**src/rtl/core/cwsq_pkg.sv**
```systemverilog
package cwsq_pkg;

    // Field widths of the channels and the configuration port.
    localparam int unsigned CNT_W      = 16;
    localparam int unsigned DKEY_W     = 16;
    localparam int unsigned WKEY_W     = 13;
    localparam int unsigned MKEY_W     = 15;
    localparam int unsigned EPOCH_W    = 32;
    localparam int unsigned CFG_IDX_W  = 2;
    localparam int unsigned CFG_DATA_W = 16;

    // Default width of the internal send counters.
    localparam int unsigned COUNT_BITS_DEF = 16;

    // Step modes. The unused code behaves as a check.
    localparam logic [1:0] MODE_CHECK = 2'd0;
    localparam logic [1:0] MODE_SEND  = 2'd1;
    localparam logic [1:0] MODE_LOAD  = 2'd2;

    // Block reasons, in priority order.
    localparam logic [1:0] REASON_NONE    = 2'd0;
    localparam logic [1:0] REASON_DAILY   = 2'd1;
    localparam logic [1:0] REASON_WEEKLY  = 2'd2;
    localparam logic [1:0] REASON_MONTHLY = 2'd3;

    // Configuration register indexes.
    localparam logic [CFG_IDX_W-1:0] CFG_DAILY   = 2'd0;
    localparam logic [CFG_IDX_W-1:0] CFG_WEEKLY  = 2'd1;
    localparam logic [CFG_IDX_W-1:0] CFG_MONTHLY = 2'd2;

    // Time constants: local time is UTC+5; small epochs mean the clock is not synced.
    localparam logic [EPOCH_W:0]   LOCAL_OFFSET_S = 33'd18000;
    localparam logic [EPOCH_W-1:0] UNSYNCED_MAX   = 32'd1000;

    // One input item.
    typedef struct packed {
        logic [1:0]         mode;
        logic [EPOCH_W-1:0] epoch_seconds;
        logic [CNT_W-1:0]   stored_daily;
        logic [CNT_W-1:0]   stored_weekly;
        logic [CNT_W-1:0]   stored_monthly;
        logic [DKEY_W-1:0]  stored_day_key;
        logic [WKEY_W-1:0]  stored_week_key;
        logic [MKEY_W-1:0]  stored_month_key;
    } t_item_in;

    // One result item.
    typedef struct packed {
        logic               allowed;
        logic [1:0]         block_reason;
        logic               window_reset;
        logic [CNT_W-1:0]   sent_today;
        logic [CNT_W-1:0]   sent_this_week;
        logic [CNT_W-1:0]   sent_this_month;
        logic               snapshot_taken;
        logic [DKEY_W-1:0]  day_key_out;
        logic [WKEY_W-1:0]  week_key_out;
        logic [MKEY_W-1:0]  month_key_out;
    } t_result;

    // Snapshot part of an item.
    typedef struct packed {
        logic [CNT_W-1:0]   stored_daily;
        logic [CNT_W-1:0]   stored_weekly;
        logic [CNT_W-1:0]   stored_monthly;
        logic [DKEY_W-1:0]  stored_day_key;
        logic [WKEY_W-1:0]  stored_week_key;
        logic [MKEY_W-1:0]  stored_month_key;
    } t_snap;

    // Item with its calendar keys, handed from the date pipeline to the quota stage.
    typedef struct packed {
        logic [1:0]         mode;
        t_snap              snap;
        logic               synced;
        logic [DKEY_W-1:0]  day_key;
        logic [WKEY_W-1:0]  week_key;
        logic [MKEY_W-1:0]  month_key;
    } t_dated;

endpackage

```
**src/rtl/core/cwsq_item_if.sv**
```systemverilog
interface cwsq_item_if;
    import cwsq_pkg::*;

    logic     valid;
    logic     ready;
    t_item_in data;

    modport source (output valid, output data, input ready);
    modport sink (input valid, input data, output ready);
endinterface

```
**src/rtl/core/cwsq_result_if.sv**
```systemverilog
interface cwsq_result_if;
    import cwsq_pkg::*;

    logic    valid;
    logic    ready;
    t_result data;

    modport source (output valid, output data, input ready);
    modport sink (input valid, input data, output ready);
endinterface

```
**src/rtl/core/calendar_window_send_quota_top.sv**
```systemverilog
// Channel     Direction  Payload
// i_item      in         mode, epoch, snapshot counts and keys
// o_result    out        limit status, counters, snapshot flag, window keys
// i_cfg_*     in         limit registers, written by index
//
// One item is accepted every cycle unless a stalled result backs up the pipeline. An
// item passes the input register and seven calendar stages, then the result register.
// The calendar stages carry the multiplies of the date conversion; the window
// state is read and written in the result stage, so items never wait on each other.
// Reset is synchronous and clears the state, the limits and all valid bits.
// A stalled result holds its stage; stages behind it keep filling empty slots.
module calendar_window_send_quota_top #(
    parameter int unsigned COUNT_BITS = cwsq_pkg::COUNT_BITS_DEF
) (
    input  logic                            i_clk,
    input  logic                            i_rst_n,
    cwsq_item_if.sink                       i_item,
    cwsq_result_if.source                   o_result,
    input  logic                            i_cfg_we,
    input  logic [cwsq_pkg::CFG_IDX_W-1:0]  i_cfg_idx,
    input  logic [cwsq_pkg::CFG_DATA_W-1:0] i_cfg_wdata
);
    import cwsq_pkg::*;

    logic   w_dt_valid;
    logic   w_dt_ready;
    t_dated w_dt;

    // Calendar keys for each item.
    cwsq_date u_date (
        .i_clk      (i_clk),
        .i_rst_n    (i_rst_n),
        .i_in_valid (i_item.valid),
        .o_in_ready (i_item.ready),
        .i_in       (i_item.data),
        .o_dt_valid (w_dt_valid),
        .i_dt_ready (w_dt_ready),
        .o_dt       (w_dt)
    );

    // Window counters, limits and the result register.
    cwsq_quota #(
        .COUNT_BITS (COUNT_BITS)
    ) u_quota (
        .i_clk       (i_clk),
        .i_rst_n     (i_rst_n),
        .i_cfg_we    (i_cfg_we),
        .i_cfg_idx   (i_cfg_idx),
        .i_cfg_wdata (i_cfg_wdata),
        .i_dt_valid  (w_dt_valid),
        .o_dt_ready  (w_dt_ready),
        .i_dt        (w_dt),
        .o_res_valid (o_result.valid),
        .i_res_ready (o_result.ready),
        .o_res       (o_result.data)
    );

endmodule

```
**src/rtl/core/cwsq_date.sv**
```systemverilog
module cwsq_date (
    input  logic              i_clk,
    input  logic              i_rst_n,
    input  logic              i_in_valid,
    output logic              o_in_ready,
    input  cwsq_pkg::t_item_in i_in,
    output logic              o_dt_valid,
    input  logic              i_dt_ready,
    output cwsq_pkg::t_dated  o_dt
);
    import cwsq_pkg::*;

    localparam int unsigned NSTG = 8;

    // Reciprocals for exact division by constants: q = (x * M) >> K.
    // Day: the epoch sum is first shifted by 7, leaving a division by 675.
    localparam logic [26:0] M_DAY  = 27'(((64'd1 << 36) + 64'd674) / 64'd675);
    localparam logic [16:0] M_WEEK = 17'(((64'd1 << 19) + 64'd6) / 64'd7);
    localparam logic [18:0] M_1460 = 19'(((64'd1 << 29) + 64'd1459) / 64'd1460);
    localparam logic [18:0] M_365  = 19'(((64'd1 << 27) + 64'd364) / 64'd365);
    localparam logic [9:0]  M_100  = 10'(((64'd1 << 16) + 64'd99) / 64'd100);
    localparam logic [11:0] M_153  = 12'(((64'd1 << 19) + 64'd152) / 64'd153);

    // Civil calendar constants. Within the 32-bit epoch range the era is 4 or 5.
    localparam int unsigned CIVIL_SHIFT = 719468;
    localparam int unsigned ERA_DAYS    = 146097;
    localparam int unsigned CENT_DAYS   = 36524;
    localparam logic [15:0] DAY_ERA5    = 16'(5 * ERA_DAYS - CIVIL_SHIFT);
    localparam logic [17:0] DOE_OFS4    = 18'(CIVIL_SHIFT - 4 * ERA_DAYS);
    localparam logic [17:0] DOE_OFS5    = 18'(5 * ERA_DAYS - CIVIL_SHIFT);
    localparam logic [11:0] YEAR_ERA4   = 12'(4 * 400);
    localparam logic [11:0] YEAR_ERA5   = 12'(5 * 400);

    logic [NSTG-1:0] r_v;
    logic [NSTG-1:0] w_adv;
    logic [NSTG-1:0] w_vin;

    // Stage registers.
    t_item_in    r0_item;
    t_dated      r1_dt, r2_dt, r3_dt, r4_dt, r5_dt, r6_dt, r7_dt;
    logic [15:0] r1_day;
    logic [17:0] r2_doe, r3_doe, r4_doe;
    logic        r2_era5, r3_era5, r4_era5, r5_era5, r6_era5;
    logic [6:0]  r3_a;
    logic [1:0]  r3_bc;
    logic [8:0]  r4_yoe, r5_yoe, r6_yoe;
    logic [8:0]  r5_doy;
    logic [3:0]  r6_mp;

    // Stage logic.
    t_dated      w_dt1, w_dt2, w_dt7;
    logic [32:0] w_tloc;
    logic [25:0] w_x;
    logic [52:0] w_dprod;
    logic        w_era5;
    logic [17:0] w_doe;
    logic [15:0] w_d3;
    logic [32:0] w_wprod;
    logic [36:0] w_aprod;
    logic [1:0]  w_bc;
    logic [17:0] w_num;
    logic [36:0] w_yprod;
    logic [18:0] w_cprod;
    logic [17:0] w_ybase;
    logic [10:0] w_v;
    logic [22:0] w_mprod;
    logic [3:0]  w_m;
    logic [11:0] w_y;

    // Each stage moves when it is empty or the stage after it moves.
    always_comb begin
        w_adv[NSTG-1] = !r_v[NSTG-1] || i_dt_ready;
        for (int k = NSTG - 2; k >= 0; k--) begin
            w_adv[k] = !r_v[k] || w_adv[k+1];
        end
    end

    assign w_vin      = {r_v[NSTG-2:0], i_in_valid};
    assign o_in_ready = w_adv[0];
    assign o_dt_valid = r_v[NSTG-1];
    assign o_dt       = r7_dt;

    always_ff @(posedge i_clk) begin
        if (!i_rst_n) begin
            r_v <= '0;
        end else begin
            r_v <= (w_adv & w_vin) | (~w_adv & r_v);
        end
    end

    // Stage 1: local day number.
    always_comb begin
        w_tloc  = {1'b0, r0_item.epoch_seconds} + LOCAL_OFFSET_S;
        w_x     = w_tloc[32:7];
        w_dprod = w_x * M_DAY;
        w_dt1.mode                  = r0_item.mode;
        w_dt1.snap.stored_daily     = r0_item.stored_daily;
        w_dt1.snap.stored_weekly    = r0_item.stored_weekly;
        w_dt1.snap.stored_monthly   = r0_item.stored_monthly;
        w_dt1.snap.stored_day_key   = r0_item.stored_day_key;
        w_dt1.snap.stored_week_key  = r0_item.stored_week_key;
        w_dt1.snap.stored_month_key = r0_item.stored_month_key;
        w_dt1.synced                = r0_item.epoch_seconds > UNSYNCED_MAX;
        w_dt1.day_key               = '0;
        w_dt1.week_key              = '0;
        w_dt1.month_key             = '0;
    end

    // Stage 2: day and week keys, era and day of era.
    always_comb begin
        w_era5  = r1_day >= DAY_ERA5;
        w_doe   = w_era5 ? (18'(r1_day) - DOE_OFS5) : (18'(r1_day) + DOE_OFS4);
        w_d3    = r1_day + 16'd3;
        w_wprod = w_d3 * M_WEEK;
        w_dt2          = r1_dt;
        w_dt2.day_key  = r1_day + 16'd1;
        w_dt2.week_key = w_wprod[31:19] + 13'd1;
    end

    // Stage 3: four-year and century corrections. The last day of an era cancels out.
    always_comb begin
        w_aprod = r2_doe * M_1460;
        w_bc    = 2'(r2_doe >= 18'(CENT_DAYS)) + 2'(r2_doe >= 18'(2 * CENT_DAYS))
                + 2'(r2_doe >= 18'(3 * CENT_DAYS));
    end

    // Stage 4: year of era.
    always_comb begin
        w_num   = r3_doe - 18'(r3_a) + 18'(r3_bc);
        w_yprod = w_num * M_365;
    end

    // Stage 5: day of year, counted from March.
    always_comb begin
        w_cprod = r4_yoe * M_100;
        w_ybase = 18'(r4_yoe) * 18'd365 + 18'(r4_yoe[8:2]) - 18'(w_cprod[17:16]);
    end

    // Stage 6: month index from March.
    always_comb begin
        w_v     = {r5_doy, 2'b00} + 11'(r5_doy) + 11'd2;
        w_mprod = w_v * M_153;
    end

    // Stage 7: civil month and year, then the month key.
    always_comb begin
        w_m = (r6_mp < 4'd10) ? (r6_mp + 4'd3) : (r6_mp - 4'd9);
        w_y = 12'(r6_yoe) + (r6_era5 ? YEAR_ERA5 : YEAR_ERA4) + 12'(w_m <= 4'd2);
        w_dt7           = r6_dt;
        w_dt7.month_key = 15'({w_y, 3'b000}) + 15'({w_y, 2'b00}) + 15'(w_m);
    end

    // Payload registers load whenever their stage moves.
    always_ff @(posedge i_clk) begin
        if (w_adv[0]) begin
            r0_item <= i_in;
        end
        if (w_adv[1]) begin
            r1_dt  <= w_dt1;
            r1_day <= w_dprod[51:36];
        end
        if (w_adv[2]) begin
            r2_dt   <= w_dt2;
            r2_doe  <= w_doe;
            r2_era5 <= w_era5;
        end
        if (w_adv[3]) begin
            r3_dt   <= r2_dt;
            r3_doe  <= r2_doe;
            r3_era5 <= r2_era5;
            r3_a    <= w_aprod[35:29];
            r3_bc   <= w_bc;
        end
        if (w_adv[4]) begin
            r4_dt   <= r3_dt;
            r4_doe  <= r3_doe;
            r4_era5 <= r3_era5;
            r4_yoe  <= w_yprod[35:27];
        end
        if (w_adv[5]) begin
            r5_dt   <= r4_dt;
            r5_yoe  <= r4_yoe;
            r5_era5 <= r4_era5;
            r5_doy  <= 9'(r4_doe - w_ybase);
        end
        if (w_adv[6]) begin
            r6_dt   <= r5_dt;
            r6_yoe  <= r5_yoe;
            r6_era5 <= r5_era5;
            r6_mp   <= w_mprod[22:19];
        end
        if (w_adv[7]) begin
            r7_dt <= w_dt7;
        end
    end

endmodule

```
**src/rtl/core/cwsq_quota.sv**
```systemverilog
module cwsq_quota #(
    parameter int unsigned COUNT_BITS = cwsq_pkg::COUNT_BITS_DEF
) (
    input  logic                             i_clk,
    input  logic                             i_rst_n,
    input  logic                             i_cfg_we,
    input  logic [cwsq_pkg::CFG_IDX_W-1:0]   i_cfg_idx,
    input  logic [cwsq_pkg::CFG_DATA_W-1:0]  i_cfg_wdata,
    input  logic                             i_dt_valid,
    output logic                             o_dt_ready,
    input  cwsq_pkg::t_dated                 i_dt,
    output logic                             o_res_valid,
    input  logic                             i_res_ready,
    output cwsq_pkg::t_result                o_res
);
    import cwsq_pkg::*;

    // Sums are wide enough for a full counter plus a 16-bit stored count.
    localparam int unsigned SUM_W = ((COUNT_BITS > CNT_W) ? COUNT_BITS : CNT_W) + 1;
    localparam logic [SUM_W-1:0] CNT_MAX = SUM_W'({COUNT_BITS{1'b1}});

    function automatic logic [COUNT_BITS-1:0] f_sat_add(
        input logic [SUM_W-1:0] a,
        input logic [SUM_W-1:0] b
    );
        logic [SUM_W-1:0] s;
        s = a + b;
        return (s > CNT_MAX) ? CNT_MAX[COUNT_BITS-1:0] : s[COUNT_BITS-1:0];
    endfunction

    // Limits.
    logic [CFG_DATA_W-1:0] r_lim_d, r_lim_w, r_lim_m;

    // Window state.
    logic [COUNT_BITS-1:0] r_cnt_d, r_cnt_w, r_cnt_m;
    logic [COUNT_BITS-1:0] n_cnt_d, n_cnt_w, n_cnt_m;
    logic [DKEY_W-1:0]     r_key_d, n_key_d;
    logic [WKEY_W-1:0]     r_key_w, n_key_w;
    logic [MKEY_W-1:0]     r_key_m, n_key_m;
    logic                  r_snap, n_snap;

    // Result register.
    logic                  r_res_valid;
    t_result               r_res, n_res;

    logic                  w_take;
    logic                  w_send, w_load;
    logic                  w_clr_d, w_clr_w, w_clr_m;
    logic [COUNT_BITS-1:0] w_base_d, w_base_w, w_base_m;
    logic [CNT_W-1:0]      w_add_d, w_add_w, w_add_m;
    logic [SUM_W-1:0]      w_wide_d, w_wide_w, w_wide_m;
    logic                  w_hit_d, w_hit_w, w_hit_m;
    logic [1:0]            w_reason;

    assign o_dt_ready  = !r_res_valid || i_res_ready;
    assign w_take      = i_dt_valid && o_dt_ready;
    assign o_res_valid = r_res_valid;
    assign o_res       = r_res;

    // Configuration writes.
    always_ff @(posedge i_clk) begin
        if (!i_rst_n) begin
            r_lim_d <= '0;
            r_lim_w <= '0;
            r_lim_m <= '0;
        end else if (i_cfg_we) begin
            unique case (i_cfg_idx)
                CFG_DAILY:   r_lim_d <= i_cfg_wdata;
                CFG_WEEKLY:  r_lim_w <= i_cfg_wdata;
                CFG_MONTHLY: r_lim_m <= i_cfg_wdata;
                default: ;
            endcase
        end
    end

    // Key refresh, window clears, counter update and limit check for one item.
    always_comb begin
        w_send = (i_dt.mode == MODE_SEND);
        w_load = (i_dt.mode == MODE_LOAD) && !r_snap;

        // Only a send or an adopted snapshot with a synced clock refreshes the keys.
        n_key_d = (i_dt.synced && (w_send || w_load)) ? i_dt.day_key   : r_key_d;
        n_key_w = (i_dt.synced && (w_send || w_load)) ? i_dt.week_key  : r_key_w;
        n_key_m = (i_dt.synced && (w_send || w_load)) ? i_dt.month_key : r_key_m;

        // A send clears only windows that moved, and only once time was known before.
        w_clr_d = w_send && (r_key_d != '0) && (n_key_d != r_key_d);
        w_clr_w = w_send && (r_key_d != '0) && (n_key_w != r_key_w);
        w_clr_m = w_send && (r_key_d != '0) && (n_key_m != r_key_m);

        w_base_d = w_clr_d ? '0 : r_cnt_d;
        w_base_w = w_clr_w ? '0 : r_cnt_w;
        w_base_m = w_clr_m ? '0 : r_cnt_m;

        // A send adds one; a snapshot adds stored counts whose key matches.
        if (w_send) begin
            w_add_d = 16'd1;
            w_add_w = 16'd1;
            w_add_m = 16'd1;
        end else begin
            w_add_d = (w_load && i_dt.snap.stored_day_key == n_key_d)
                      ? i_dt.snap.stored_daily : '0;
            w_add_w = (w_load && i_dt.snap.stored_week_key == n_key_w)
                      ? i_dt.snap.stored_weekly : '0;
            w_add_m = (w_load && i_dt.snap.stored_month_key == n_key_m)
                      ? i_dt.snap.stored_monthly : '0;
        end

        n_cnt_d = f_sat_add(SUM_W'(w_base_d), SUM_W'(w_add_d));
        n_cnt_w = f_sat_add(SUM_W'(w_base_w), SUM_W'(w_add_w));
        n_cnt_m = f_sat_add(SUM_W'(w_base_m), SUM_W'(w_add_m));
        n_snap  = r_snap || w_load;

        w_wide_d = SUM_W'(n_cnt_d);
        w_wide_w = SUM_W'(n_cnt_w);
        w_wide_m = SUM_W'(n_cnt_m);

        // A zero limit is disabled; the daily limit wins over weekly over monthly.
        w_hit_d = (r_lim_d != '0) && (w_wide_d >= SUM_W'(r_lim_d));
        w_hit_w = (r_lim_w != '0) && (w_wide_w >= SUM_W'(r_lim_w));
        w_hit_m = (r_lim_m != '0) && (w_wide_m >= SUM_W'(r_lim_m));
        if (w_hit_d) begin
            w_reason = REASON_DAILY;
        end else if (w_hit_w) begin
            w_reason = REASON_WEEKLY;
        end else if (w_hit_m) begin
            w_reason = REASON_MONTHLY;
        end else begin
            w_reason = REASON_NONE;
        end

        n_res.allowed         = (w_reason == REASON_NONE);
        n_res.block_reason    = w_reason;
        n_res.window_reset    = w_clr_d || w_clr_w || w_clr_m;
        n_res.sent_today      = w_wide_d[CNT_W-1:0];
        n_res.sent_this_week  = w_wide_w[CNT_W-1:0];
        n_res.sent_this_month = w_wide_m[CNT_W-1:0];
        n_res.snapshot_taken  = n_snap;
        n_res.day_key_out     = n_key_d;
        n_res.week_key_out    = n_key_w;
        n_res.month_key_out   = n_key_m;
    end

    // State and result valid.
    always_ff @(posedge i_clk) begin
        if (!i_rst_n) begin
            r_cnt_d     <= '0;
            r_cnt_w     <= '0;
            r_cnt_m     <= '0;
            r_key_d     <= '0;
            r_key_w     <= '0;
            r_key_m     <= '0;
            r_snap      <= 1'b0;
            r_res_valid <= 1'b0;
        end else if (w_take) begin
            r_cnt_d     <= n_cnt_d;
            r_cnt_w     <= n_cnt_w;
            r_cnt_m     <= n_cnt_m;
            r_key_d     <= n_key_d;
            r_key_w     <= n_key_w;
            r_key_m     <= n_key_m;
            r_snap      <= n_snap;
            r_res_valid <= 1'b1;
        end else if (i_res_ready) begin
            r_res_valid <= 1'b0;
        end
    end

    // Result payload.
    always_ff @(posedge i_clk) begin
        if (w_take) begin
            r_res <= n_res;
        end
    end

endmodule

```
**src/flat_wrapper.sv**
```systemverilog
// flat-port wrapper written by rule: the top's interface ports become plain ports
module calendar_window_send_quota_top_flat import cwsq_pkg::*;
#(
    parameter int unsigned COUNT_BITS = cwsq_pkg::COUNT_BITS_DEF
)
  (i_clk, i_rst_n, i_cfg_we, i_cfg_idx, i_cfg_wdata, i_item_valid, i_item_data, i_item_ready, o_result_valid, o_result_data, o_result_ready);
  cwsq_item_if i_item_i ();
  cwsq_result_if o_result_i ();
  input  logic i_clk;
  input  logic i_rst_n;
  input  logic i_cfg_we;
  input  logic [cwsq_pkg::CFG_IDX_W-1:0] i_cfg_idx;
  input  logic [cwsq_pkg::CFG_DATA_W-1:0] i_cfg_wdata;
  input wire logic [$bits(i_item_i.valid)-1:0] i_item_valid;
  input wire logic [$bits(i_item_i.data)-1:0] i_item_data;
  output wire logic [$bits(i_item_i.ready)-1:0] i_item_ready;
  output wire logic [$bits(o_result_i.valid)-1:0] o_result_valid;
  output wire logic [$bits(o_result_i.data)-1:0] o_result_data;
  input wire logic [$bits(o_result_i.ready)-1:0] o_result_ready;
  assign i_item_i.valid = i_item_valid;
  assign i_item_i.data = i_item_data;
  assign i_item_ready = i_item_i.ready;
  assign o_result_valid = o_result_i.valid;
  assign o_result_data = o_result_i.data;
  assign o_result_i.ready = o_result_ready;
  calendar_window_send_quota_top #(.COUNT_BITS(COUNT_BITS)) u_core (.i_clk(i_clk), .i_rst_n(i_rst_n), .i_item(i_item_i), .o_result(o_result_i), .i_cfg_we(i_cfg_we), .i_cfg_idx(i_cfg_idx), .i_cfg_wdata(i_cfg_wdata));
endmodule
```
**config.mk**
```make
export PLATFORM = sky130hd
export DESIGN_NAME = calendar_window_send_quota_top_flat
export DESIGN_NICKNAME = d
export VERILOG_FILES = /design/src/rtl/core/cwsq_pkg.sv /design/src/rtl/core/cwsq_item_if.sv /design/src/rtl/core/cwsq_result_if.sv /design/src/rtl/core/calendar_window_send_quota_top.sv /design/src/rtl/core/cwsq_date.sv /design/src/rtl/core/cwsq_quota.sv /design/src/flat_wrapper.sv
export SDC_FILE = /design/constraint.sdc
export NUM_CORES = 2
export LEC_CHECK = 0
export BUFFER_PORTS_ARGS = -buffer_cell sky130_fd_sc_hd__clkbuf_2
export CAP_MARGIN = 20
export CORE_MARGIN = 2
export CORE_UTILIZATION = 63
export CTS_CLUSTER_DIAMETER = 120
export CTS_CLUSTER_SIZE = 24
export DETAILED_ROUTE_END_ITERATION = 8
export GPL_ROUTABILITY_DRIVEN = 0
export HOLD_SLACK_MARGIN = 0.15
export PLACE_DENSITY = 0.85
export SETUP_SLACK_MARGIN = 0.5
export SYNTH_ARGS = -nofsm -noshare
export SYNTH_HDL_FRONTEND = slang
export SYNTH_SLANG_ARGS = --single-unit
```
**constraint.sdc**
```tcl
create_clock -name i_clk -period 12.27 [get_ports i_clk]
set_clock_uncertainty 0.1 [all_clocks]
set_input_delay 2.454 -clock i_clk [delete_from_list [all_inputs] [get_ports i_clk]]
set_output_delay 2.454 -clock i_clk [all_outputs]
set_load 0.05 [all_outputs]
```
==> implementation parameters <==
Parameter                              Value

Timing
  Final worst hold slack ... 0.306 ns
  Sum of negative setup slack ... 0 ns
  Final hold violations ... 0
  Worst slew slack as a fraction of its limit ... 25.0%
  Share of the cycle needed by the critical path after routing ... 80.7%
  Tmin final ... 9.91 ns
  Setup violators final ... 0
  RSZ-0062 raised after global routing ... false
  FMAX ... 0.101 GHz
  Actual slew at the worst max-slew pin ... 1.13 ns
  Count of final max-slew check failures ... 0

Global route
  GRT Overall Usage ... 25.8%
  Most used routing layer in global routing ... met2
  Number of antenna violations at the first check in global routing ... 3
  Maximum number of pins on one net before global-route repair ... 187
  Met1 usage in global routing ... 32.8%
  Vias in the first global route ... 47100
  Global-route wire length before repair ... 252000 um
  GR Util met3 ... 3.81%
  Final global-route overflow total ... 0
  Met2 track demand over resource in global routing ... 44.3%

Floorplan
  Die area ... 126000 um^2
  Die Span X ... 355 um
  Area of the placeable core ... 122000 um^2
  Effective utilization at floorplan ... 63.6%
  Die Y ... 355 um
  Boundary Pins ... 248
  Number of rows in the core area ... 128

Clock tree
  CTS H-tree depth ... 3
  Sink Count ... 1342
  Clock-pin slew reported for the worst setup and hold paths after clock tree synthesis ... 0.09 ns
  Root buffer cell ... sky130_fd_sc_hd__clkbuf_16
  CTS Buffer Depth ... 3
  Number of clock buffers inserted by TritonCTS ... 68
  Post-cts resize count ... 0
  Post-CTS Setup Bufs ... 0
  Number of buffers added to fix hold violations after cts ... 0
  Clock tree from TritonCTS ... done
  Clk Latency, worst-skew pair ... 0.68 ns

Placement
  Sum of net half-perimeters after detailed placement ... 119000 um
  Port-buffer cells ... 247
  Placed cell count ... 7596

Finish
  Fraction of layout cells with a size suffix above 1 ... 7.06%
  Area growth from synthesis to layout ... 7.11%
  Antenna diode count ... 0
  Total area of multi-input combinational cells ... 34600 um^2
  Number of inserted filler cells in the final layout ... 8012
  NumNets Final ... 7721
  Area occupied by registers ... 38800 um^2
  Final standard cell count with taps included and fillers excluded ... 7712

Worst hold path
  Worst Hold Class ... flip-flop to flip-flop

Yosys
  Asr flop ratio synth ... 0%
  Flip-flop cell with the highest count after synthesis ... sky130_fd_sc_hd__edfxtp_1
  Count of flip-flops with a built-in enable after synthesis ... 1192
  Count of yosys warnings during synthesis ... 0
  Post-Synthesis Cells ... 5759
  Post-synthesis instance area ... 77500 um^2
  Mapped Nets ... 7438
  Distinct cell type count of the synthesized netlist ... 90
  Post-synthesis sequential area ratio ... 50.1%
  Mean instance size in the synthesized netlist ... 13.5 um^2
  Total of flip-flops plus latches after synthesis ... 1342

Worst setup path
  Kind of start point of the critical path ... flip-flop
  Slowest cell on the critical path ... sky130_fd_sc_hd__fa_1
  Critical path fanouts, max ... 7
  Critical path type ... flip-flop to flip-flop
  Arrival time of the worst setup path ... 10.24 ns
  Sort of element at the end of the critical path ... flip-flop
  Data required time of the critical path ... 12.60 ns
  CP peak stage delay ... 0.57 ns

Drt
  Count of TritonRoute iterations in the first routing pass ... 8
  DRC violation count after routing ... 0
  Initial drt markers ... 3706
  Total via count after detailed routing ... 43900
  Drt total wl ... 159000 um
  Detail Route Antenna Nets ... 0
  Routed wire length per instance ... 20.6 um
  Drt via density ... 5.70

Outcome
  Result of the run ... finished, final reports clean

Job
  Max-Cap Viols ... 0
==> registers in the layout, summed over array words and instances, names as in the netlist, 18 cells and up, named ones only <==
name                   count
u_core.u_date.r2_doe      18
u_core.u_quota.o_res      97
u_core.u_date.r3_doe      18
u_core.u_date.r2_dt      124
u_core.u_date.r1_dt       95
u_core.u_date.o_dt       139
u_core.u_date.r4_dt      124
u_core.u_date.r0_item    126
u_core.u_date.r5_dt      124
u_core.u_date.r6_dt      124
u_core.u_date.r3_dt      124
==> cell families after synthesis <==
family                     after synthesis  synth area share (%)
adders and majority gates             1531                  29.7
AOI/OAI and AO/OA                      636                  5.60
xor gates and xnor gates               330                  3.73
DFF                                   1342                  50.1
buffers and inverters                 1102                  5.36
and+or+nand+nor                        769                  4.93
muxes                                   49                 0.639
==> Yosys cell counts (26+ instances only) <==
cell type	n	area (um^2)
sky130_fd_sc_hd__inv_1	1019	3820
sky130_fd_sc_hd__o21ai_0	111	556
sky130_fd_sc_hd__a31oi_1	51	319
sky130_fd_sc_hd__xor2_1	128	1120
sky130_fd_sc_hd__o21bai_1	31	233
sky130_fd_sc_hd__xnor2_1	202	1770
sky130_fd_sc_hd__nor4_1	36	225
sky130_fd_sc_hd__nor2_1	134	503
sky130_fd_sc_hd__nand4_1	44	275
sky130_fd_sc_hd__edfxtp_1	1192	35800
sky130_fd_sc_hd__fa_1	512	10200
sky130_fd_sc_hd__mux2i_1	48	480
sky130_fd_sc_hd__nand2_1	263	987
sky130_fd_sc_hd__clkbuf_1	68	255
sky130_fd_sc_hd__ha_1	1018	12700
sky130_fd_sc_hd__a21o_1	82	616
sky130_fd_sc_hd__o211a_1	46	460
sky130_fd_sc_hd__dfxtp_1	150	3000
sky130_fd_sc_hd__nand2b_1	26	163
sky130_fd_sc_hd__a21oi_1	137	686
sky130_fd_sc_hd__a21boi_0	50	375
sky130_fd_sc_hd__nor2b_1	83	519
sky130_fd_sc_hd__nand3_1	50	250
sky130_fd_sc_hd__and2_1	32	200
sky130_fd_sc_hd__nor3_1	28	140
==> metrics by stage <==
step / instance area [um^2] / setup slack (ns) / util, %
finish: 83000 / 2.36 / 68.1
global route: 83000 / 1.88 / 68.1
CTS: 83000 / 2.46 / 68.1
detailed placement: 80900 / 2.59 / 66.4
global placement: 80900 / 2.76 / 66.4
floorplan: 77500 / 3.10 / -
==> layout by cell type, fill, tap and decap left out, types with 35 or more instances in the layout <==
master                      instances
sky130_fd_sc_hd__edfxtp_1        1192
sky130_fd_sc_hd__ha_1            1018
sky130_fd_sc_hd__inv_1           1014
sky130_fd_sc_hd__fa_1             512
sky130_fd_sc_hd__nand2_1          260
sky130_fd_sc_hd__clkbuf_2         246
sky130_fd_sc_hd__xnor2_1          201
sky130_fd_sc_hd__dfxtp_1          150
sky130_fd_sc_hd__a21oi_1          136
sky130_fd_sc_hd__nor2_1           134
sky130_fd_sc_hd__xor2_1           127
sky130_fd_sc_hd__o21ai_0          111
sky130_fd_sc_hd__nor2b_1           83
sky130_fd_sc_hd__a21o_1            82
sky130_fd_sc_hd__clkbuf_16         71
sky130_fd_sc_hd__a31oi_1           50
sky130_fd_sc_hd__a21boi_0          50
sky130_fd_sc_hd__nand3_1           49
sky130_fd_sc_hd__mux2i_1           48
sky130_fd_sc_hd__buf_4             47
sky130_fd_sc_hd__o211a_1           46
sky130_fd_sc_hd__nand4_1           44
sky130_fd_sc_hd__nor4_1            36
sky130_fd_sc_hd__clkbuf_1          35
==> worst paths after layout <==
path	from	cells after the start	slack, ns	endpoint
setup / recovery	u_core.u_date.r0_item[97]$_DFFE_PN_	35	2.36	u_core.u_date.r1_day[15]$_DFFE_PN_
hold / removal	u_core.u_date.r3_dt[20]$_DFFE_PP_	0	0.31	u_core.u_date.r4_dt[20]$_DFFE_PP_
setup reg to reg	u_core.u_date.r0_item[97]$_DFFE_PN_	35	2.36	u_core.u_date.r1_day[15]$_DFFE_PN_
hold reg to reg	u_core.u_date.r3_dt[20]$_DFFE_PP_	0	0.31	u_core.u_date.r4_dt[20]$_DFFE_PP_
==> critical path, delay by kind of cell (launching register included) <==
kind | cells | cell delay [ns]
buffers and inverters | 6 | 0.48
xor gates and xnor gates | 2 | 0.62
and+or+nand+nor | 7 | 1.84
DFF | 1 | 0.40
AOI/OAI and AO/OA | 12 | 2.42
adders and majority gates | 8 | 3.79
==> area by class of cell <==
type | count | area share (%)
well taps | 1625 | 2.45
flip-flops and latches | 1342 | 46.7
inverters | 1021 | 4.65
clock inverters | 9 | 0.203
clock buffers | 106 | 2.30
multi-input cells | 3315 | 41.7
repair buffers | 294 | 1.94
==> metal layers <==
| layer | share of wire, % | up-vias |
|---|---|---|
| met2 | 50 | 1469 |
| met5 | 0.014 | - |
| met3 | 6.3 | 393 |
| li1 | - | 20300 |
| met1 | 39 | 21800 |
| met4 | 4.6 | 4 |
Power is not shown: default switching activity piles up to over one toggle a cycle in this logic, so the estimate is an artifact.
